==> config.mk <==
export PLATFORM = sky130hd
export DESIGN_NAME = plca_sqrt_cell
export DESIGN_NICKNAME = d
export VERILOG_FILES = /design/src/design/assert_macros.svh /design/src/design/plca_pkg.sv /design/src/design/plca_sqrt_cell.sv
export SDC_FILE = /design/constraint.sdc
export NUM_CORES = 1
export LEC_CHECK = 0
export ABC_AREA = 1
export BUFFER_PORTS_ARGS = -buffer_cell sky130_fd_sc_hd__buf_2
export CORE_MARGIN = 1
export CORE_UTILIZATION = 34
export CTS_CLUSTER_SIZE = 16
export DETAILED_ROUTE_END_ITERATION = 12
export HOLD_SLACK_MARGIN = 0.08
export RECOVER_POWER = 50
export SLEW_MARGIN = 40
export SYNTH_ARGS = -nofsm -noshare
export SYNTH_HDL_FRONTEND = slang
export SYNTH_SLANG_ARGS = --single-unit
==> constraint.sdc <==
create_clock -name clk -period 12.2 [get_ports clk]
set_input_delay 1.83 -clock clk [delete_from_list [all_inputs] [get_ports clk]]
set_output_delay 1.83 -clock clk [all_outputs]
set_load 0.01 [all_outputs]
==> src/design/assert_macros.svh <==
// Assertion macros shared by the closest-approach design.
// No dependencies; included by files that carry concurrent assertions.
`ifndef ASSERT_MACROS_SVH
`define ASSERT_MACROS_SVH

// Property holds on every rising clock edge outside reset.
`define ASSERT_ALWAYS(label, clk, rst, prop) \
  label: assert property (@(posedge clk) disable iff (rst) (prop)) \
    else $error("assertion failed");

// Antecedent implies consequent in the same cycle.
`define ASSERT_IMPLIES(label, clk, rst, ante, cons) \
  label: assert property (@(posedge clk) disable iff (rst) (ante) |-> (cons)) \
    else $error("assertion failed");

`endif

==> src/design/plca_pkg.sv <==
// Shared widths, beat structs and register codes for the closest-approach block.
// No dependencies; imported by every module of the block.
`timescale 1ns / 1ps

package plca_pkg;

  localparam int COORD_BITS = 32;
  localparam int FRAC_BITS  = 16;
  localparam int CW         = COORD_BITS;

  localparam int DIFF_W  = CW + 1;
  localparam int PROD_W  = 2 * DIFF_W;
  localparam int CROSS_W = PROD_W + 1;
  localparam int DOT_W   = PROD_W + 2;
  localparam int DSQ_W   = PROD_W;
  localparam int CMAG_W  = PROD_W;
  localparam int SPLIT   = CW;
  localparam int HI_W    = CMAG_W - SPLIT;
  localparam int DMAG_W  = DIFF_W;
  localparam int DOTM_W  = DOT_W - 1;
  localparam int DHI_W   = DOTM_W - SPLIT;
  localparam int NUM_W   = DMAG_W + DOTM_W;
  localparam int C2_W    = 2 * CMAG_W;
  localparam int DIV_W   = C2_W;
  localparam int QW      = 2 * (CW - 1);
  localparam int SQ_W    = QW;
  localparam int RES_W   = QW + 2;

  localparam int DIV_STEPS    = QW;
  localparam int SQ_STEPS     = CW - 1;
  localparam int FRONT_STAGES = 7;
  localparam int TOTAL_STAGES = FRONT_STAGES + DIV_STEPS + 1 + SQ_STEPS;
  localparam int CNT_W        = $clog2(TOTAL_STAGES + 1);

  localparam int LANES     = 4;
  localparam int LANE_DIST = 0;
  localparam int CFG_IDX_W = 3;

  typedef logic [2:0][CW-1:0] coord_vec_t;

  typedef enum logic [CFG_IDX_W-1:0] {
    REG_A_X, REG_A_Y, REG_A_Z, REG_B_X, REG_B_Y, REG_B_Z
  } cfg_reg_t;

  typedef struct packed {
    logic [DIV_W-1:0] rem;
    logic [DIV_W-1:0] dvs;
    logic [QW-1:0]    quo;
  } div_lane_t;

  typedef struct packed {
    logic [2:0] neg;
    logic       deg;
    logic       dist_sat;
  } div_side_t;

  typedef struct packed {
    div_lane_t [LANES-1:0] lane;
    div_side_t             side;
  } div_beat_t;

  typedef struct packed {
    logic [SQ_W-1:0] rem;
    logic [SQ_W-1:0] root;
    logic [SQ_W-1:0] bitv;
  } sq_work_t;

  typedef struct packed {
    coord_vec_t close;
    logic       close_sat;
    logic       deg;
    logic       dist_sat;
  } sq_side_t;

  typedef struct packed {
    sq_work_t work;
    sq_side_t side;
  } sq_beat_t;

endpackage

==> src/design/plca_sqrt_cell.sv <==
// One digit-by-digit integer square root step; one root bit per beat.
// Depends on plca_pkg.
`timescale 1ns / 1ps

module plca_sqrt_cell (
  input  logic               clk,
  input  logic               rst,
  input  logic               up_valid,
  output logic               up_ready,
  input  plca_pkg::sq_beat_t up_beat,
  output logic               dn_valid,
  input  logic               dn_ready,
  output plca_pkg::sq_beat_t dn_beat
);
  import plca_pkg::*;

  sq_beat_t        nxt;
  logic [SQ_W-1:0] trial;
  logic            v;

  always_comb begin
    nxt   = up_beat;
    trial = up_beat.work.root + up_beat.work.bitv;
    if (up_beat.work.rem >= trial) begin
      nxt.work.rem  = up_beat.work.rem - trial;
      nxt.work.root = (up_beat.work.root >> 1) + up_beat.work.bitv;
    end else begin
      nxt.work.root = up_beat.work.root >> 1;
    end
    nxt.work.bitv = up_beat.work.bitv >> 2;
  end

  assign up_ready = !v | dn_ready;
  assign dn_valid = v;

  always_ff @(posedge clk) begin
    if (rst) begin
      v <= 1'b0;
    end else if (up_ready) begin
      v <= up_valid;
    end
  end

  always_ff @(posedge clk) begin
    if (up_ready) dn_beat <= nxt;
  end

endmodule

Yosys cells after proc, flatten, opt, wreduce, memory -nomap -nowiden
Cells that the tools add are included.
{ "word_totals": {"output_inout_bits": 287, "ff_bits": 284, "ram_bits": 0, "n_memories": 0, "inputBits": 289, "romBits": 0, "latchBits": 0} }
{ "op_classes": {"n_div": 0, "muxes": 2, "n_mul": 0, "eq_ne": 0, "addsub": 3, "n_lt_le_gt_ge": 1, "reduce_logical": 1, "bitwise": 1, "shifts": 0} }
{ "op_table": {"columns": ["op", "count"], "rows": [
  ["61-bit by 62-bit adder with 62-bit output", 1],
  ["62-bit adder", 1],
  ["62-bit >= comparator", 1],
  ["62-bit two-way mux", 1],
  ["62-bit subtractor", 1],
  ["61-bit two-way mux", 1],
  ["1-bit zero test", 1],
  ["1-bit OR", 1]
]} }

Longest topological paths before layout
{ "logic_depth": {"word_depth": 3, "ltp_mapped": 29} }

Worst setup path before layout
OpenSTA, ideal clock, no wires.
{ "synth_timing": {"path_type": "input to output", "startpoint": "input dn_ready", "endpoint": "output up_ready", "required_ps": 10370, "stages": 2, "path_slack_ps": 2483, "t_arrival_ps": 7887, "path_cell_list": "inv_1 nand2_1"} }
{ "synth_via": {"elab_chain_cells": 1} }
{ "synth_rtl": {"columns": ["item", "line_no", "source"], "rows": [
  ["start: declaration", "plca_sqrt_cell.sv:12", "input logic dn_ready,"],
  ["1-bit OR", "plca_sqrt_cell.sv:33", "assign up_ready = !v | dn_ready;"],
  ["end: declaration", "plca_sqrt_cell.sv:9", "output logic up_ready,"]
]} }
Every way passes these cells.

==> PnR_summary.wiki <==
{| class="wikitable"
! Metric !! Value
|-
| Critical setup path kind || in2reg
|-
| PortBufs || 573
|-
| Number of design-rule violations left by the first detailed-router iteration || about 1700
|-
| CP Launch Type || input pin
|-
| Placer congestion estimate || just over 1
|-
| Finished Layout Cells || 5751
|-
| Leading post-synthesis cells by cell area || sky130_fd_sc_hd__edfxtp_1, sky130_fd_sc_hd__nand2_1, sky130_fd_sc_hd__inv_1
|-
| P&R area growth vs syn || 18.5%
|-
| CTS-repair resized insts || 0
|-
| Portion of the clock cycle consumed by the worst path in the final layout || 54.7%
|-
| Cell Pwr Density || about 140 nW/um^2
|-
| Slew HR || -79.0%
|-
| Area of the placeable core || ~76000 um^2
|-
| Post-synthesis average cell area || between 6 and 7 um^2
|-
| Number of different library cells in the post-synthesis netlist || 38
|-
| Y dimension of the die || approximately 280 um
|-
| Static leakage || 16.7 nW
|-
| TritonCTS buffer count || 35
|-
| CP arrival || just over 7 ns
|-
| Seq cells post-synth || around 280
|-
| Gr usage total || a little over a quarter
|-
| Total routed wirelength || about 110 mm
|-
| Top cell type by total area after synthesis || sky130_fd_sc_hd__edfxtp_1
|-
| Reg-to-Reg Start || dn_valid
|-
| Setup slack of the most critical reg-to-reg path || between 7 and 8 ns
|-
| Worst hold slack || between 1 and 1.5 ns
|-
| Minimum period implied by the final worst setup slack || roughly 6.7 ns
|-
| Antenna Violating Nets Remaining || 0
|-
| Setup TNS after final layout || 0 ns
|-
| I/O pins || between 500 and 600
|-
| Most used flip-flop cell after synthesis || sky130_fd_sc_hd__edfxtp_1
|-
| Routed via count || 27200
|-
| Fmax || 150 MHz
|-
| Count of unresolved DRC violations after routing || 0
|-
| First-pass GRT wire length || about 160 mm
|-
| Clk_skew || roughly 0.017 ns
|-
| Die extent in x || ~280 um
|-
| TritonCTS clock tree || built
|-
| Unrepaired setup endpoints after global routing || no
|-
| Die footprint || around 78000 um^2
|-
| Syn Inst Count || between 4000 and 5000
|-
| Critical Path Fanout Max || 74
|-
| Post-CTS clock slew at the launch and capture registers of the worst setup and hold paths || about 0.050 ns
|-
| Maximum count of clock buffers along a single path || 3
|-
| DR pass1 iterations || 5
|-
| Remaining global-route overflow || 0
|-
| Worst slew pin tran || about 2.7 ns
|-
| Worst setup EP type || flip-flop
|-
| Total of max-cap violations || 2
|-
| Routed wirelength normalized by instance count || about 19 um
|-
| Hold WC Path Type || in2reg
|-
| Required time at the endpoint of the critical path || ~13 ns
|-
| Endpoint of the worst-slack reg-to-reg timing path || dn_beat[178]
|-
| Worst skew pair latency || around 0.56 ns
|-
| Post-synthesis instance area || between 20000 and 30000 um^2
|-
| Placed Cells || between 5000 and 6000
|-
| Root Buffer || sky130_fd_sc_hd__clkbuf_16
|-
| Worst ir drop on vdd || just under 0.00009 V
|-
| Proportion of synthesized chip area in sequential cells || around a third
|-
| Final Setup Violations || 0
|-
| Hold-fix buffers, CTS || 0
|-
| Antenna violations before repair || 1
|-
| Commonest cells in the netlist || sky130_fd_sc_hd__nand2_1, sky130_fd_sc_hd__inv_1, sky130_fd_sc_hd__nor2_1
|-
| Clock sink count || roughly 280
|-
| Dpl hpwl || ~93 mm
|-
| Violations in the final reports || max-capacitance violations, max-slew violations
|-
| Number of warnings reported in the yosys synthesis log || 0
|-
| Vias in the first global route || roughly 26000
|-
| Length in cells of the worst reg-to-reg path || 4
|-
| Fraction of layout instances using a drive strength above 1 || 8.43%
|-
| Number of enable flip-flop cells after synthesis || about 280
|-
| Buffers inserted during post-CTS setup optimization || 0
|-
| Final-report hold violation count || 0
|-
| Number of placement rows || 101
|-
| Most frequent cell after synthesis || sky130_fd_sc_hd__nand2_1
|-
| ANT cells || 0
|-
| Via/cell ratio || ~4.7
|-
| Number of slew-limit violations in the final report || between 70 and 80
|-
| Maximum level of the CTS H-tree || 2
|-
| Fillers || approximately 8400
|-
| Synth async-reset ratio || 0%
|-
| Top-area cell type share of the netlist area || roughly a third
|-
| Effective utilization at floorplan || between 30% and 40%
|-
| Layout Nets || 5173
|-
| Maximum number of pins on one net before global-route repair || about 160
|-
| Result of the run || finished with violations
|-
| Worst setup path endpoint || dn_beat[211]
|-
| Launching element of the worst setup path || up_beat[115]
|}
## cells by family after synthesis
logic type / share of synthesized area (%)
buf+inv: 12.8
simple gates: 37.0
compound gates: 5.27
flops: 32.6
other cells: 0.0144
fa+ha+maj: 9.04
xor+xnor: 3.32
## power breakdown
group	internal [W]	switching (W)
sequential	0.00129	0.0000608
clock	0.000627	0.000445
combinational	0.000555	0.00127
## cells in the final DEF (no fill, tap or decap), types with 5 or more instances in the layout
cell type | synthesis | final
sky130_fd_sc_hd__nand2_1 | 1722 | 1721
sky130_fd_sc_hd__inv_1 | 817 | 816
sky130_fd_sc_hd__nor2_1 | 360 | 360
sky130_fd_sc_hd__buf_2 | 14 | 307
sky130_fd_sc_hd__edfxtp_1 | 283 | 283
sky130_fd_sc_hd__clkbuf_1 | 2 | 273
sky130_fd_sc_hd__nand3_1 | 216 | 216
sky130_fd_sc_hd__ha_1 | 184 | 184
sky130_fd_sc_hd__a21oi_1 | 166 | 166
sky130_fd_sc_hd__o21ai_0 | 73 | 73
sky130_fd_sc_hd__xor2_1 | 70 | 70
sky130_fd_sc_hd__nand4_1 | 36 | 36
sky130_fd_sc_hd__clkbuf_16 | 0 | 36
sky130_fd_sc_hd__xnor2_1 | 29 | 29
sky130_fd_sc_hd__nor3_1 | 22 | 22
sky130_fd_sc_hd__nand3b_1 | 15 | 15
sky130_fd_sc_hd__o21bai_1 | 13 | 13
sky130_fd_sc_hd__inv_2 | 12 | 12
sky130_fd_sc_hd__and2_1 | 11 | 11
sky130_fd_sc_hd__nor4_1 | 9 | 9
sky130_fd_sc_hd__nor2_2 | 9 | 9
sky130_fd_sc_hd__nand2_2 | 6 | 6
sky130_fd_sc_hd__a21boi_0 | 5 | 5
sky130_fd_sc_hd__clkinv_2 | 0 | 5
## critical path, cell delays in order
cell                       delay, ns
sky130_fd_sc_hd__clkbuf_1       0.32
sky130_fd_sc_hd__ha_1           0.38
sky130_fd_sc_hd__a21oi_1        0.21
sky130_fd_sc_hd__inv_1          0.06
sky130_fd_sc_hd__nor2_1         0.20
sky130_fd_sc_hd__nor2_1         0.07
sky130_fd_sc_hd__nor2_1         0.12
sky130_fd_sc_hd__nand3_1        0.24
sky130_fd_sc_hd__nand3_1        0.23
sky130_fd_sc_hd__nand3_1        0.09
sky130_fd_sc_hd__nand2_1        0.07
sky130_fd_sc_hd__nand2_1        0.10
sky130_fd_sc_hd__ha_1           0.40
sky130_fd_sc_hd__nand2_1        0.14
sky130_fd_sc_hd__inv_2          0.04
sky130_fd_sc_hd__a21oi_1        0.20
sky130_fd_sc_hd__o21ai_0        0.17
sky130_fd_sc_hd__nand2_1        0.09
sky130_fd_sc_hd__nand3_1        0.07
sky130_fd_sc_hd__nor2_1         0.25
sky130_fd_sc_hd__nand2_4        0.34
sky130_fd_sc_hd__inv_4          0.54
sky130_fd_sc_hd__buf_6          0.50
sky130_fd_sc_hd__nand2_1        0.12
sky130_fd_sc_hd__nand2_1        0.11
## registers in the layout (all words and copies together), names as in the netlist
| name | cells |
|---|---|
| dn_valid | 1 |
| dn_beat | 283 |
## area by class of cell
| type | count | area (um^2) | share of cell area, % |
|---|---|---|---|
| clock buffer | 42 | 923 | 2.98 |
| clock inverter | 19 | 218 | 0.703 |
| inverter | 829 | 3110 | 10.1 |
| multi-input combinational | 2968 | 14300 | 46.1 |
| sequential | 284 | 8520 | 27.5 |
| tap | 1030 | 1290 | 4.16 |
| timing repair buffer | 579 | 2620 | 8.45 |
## worst min-delay path by stage
stage,startpoint,end,slack (ns),depth (start not counted)
6_report,rst,dn_valid,1.41,2
3_5_place_dp,dn_valid,dn_beat[155],0.94,1
4_1_cts,dn_valid,dn_beat[208],0.94,1
5_1_grt,rst,dn_valid,1.41,2
3_3_place_gp,dn_valid,dn_beat[155],0.93,1
2_1_floorplan,rst,dn_valid,1.90,1
## through the flow
step / setup slack [ns] / instance area (um^2) / utilization (%) / total power [W]
2_1_floorplan: 2.48 / 26100 / - / 0.00253
3_3_place_gp: 4.81 / 30100 / 39.7 / 0.00321
3_5_place_dp: 4.92 / 30100 / 39.7 / 0.00321
4_1_cts: 5.48 / 31300 / 41.2 / 0.00430
5_1_grt: 4.98 / 31000 / 40.8 / 0.00452
6_report: 5.53 / 31000 / 40.8 / 0.00424
## metal layers
layer  GRT usage, %  wire length [um]  vias up
met2           48.6             52700      910
met5              0                13        -
met1           32.7             45000    12300
met3           3.15              6150      184
met4           11.9              4990        2
li1               -                 -    13900
Power figures use the tool's default switching activity.
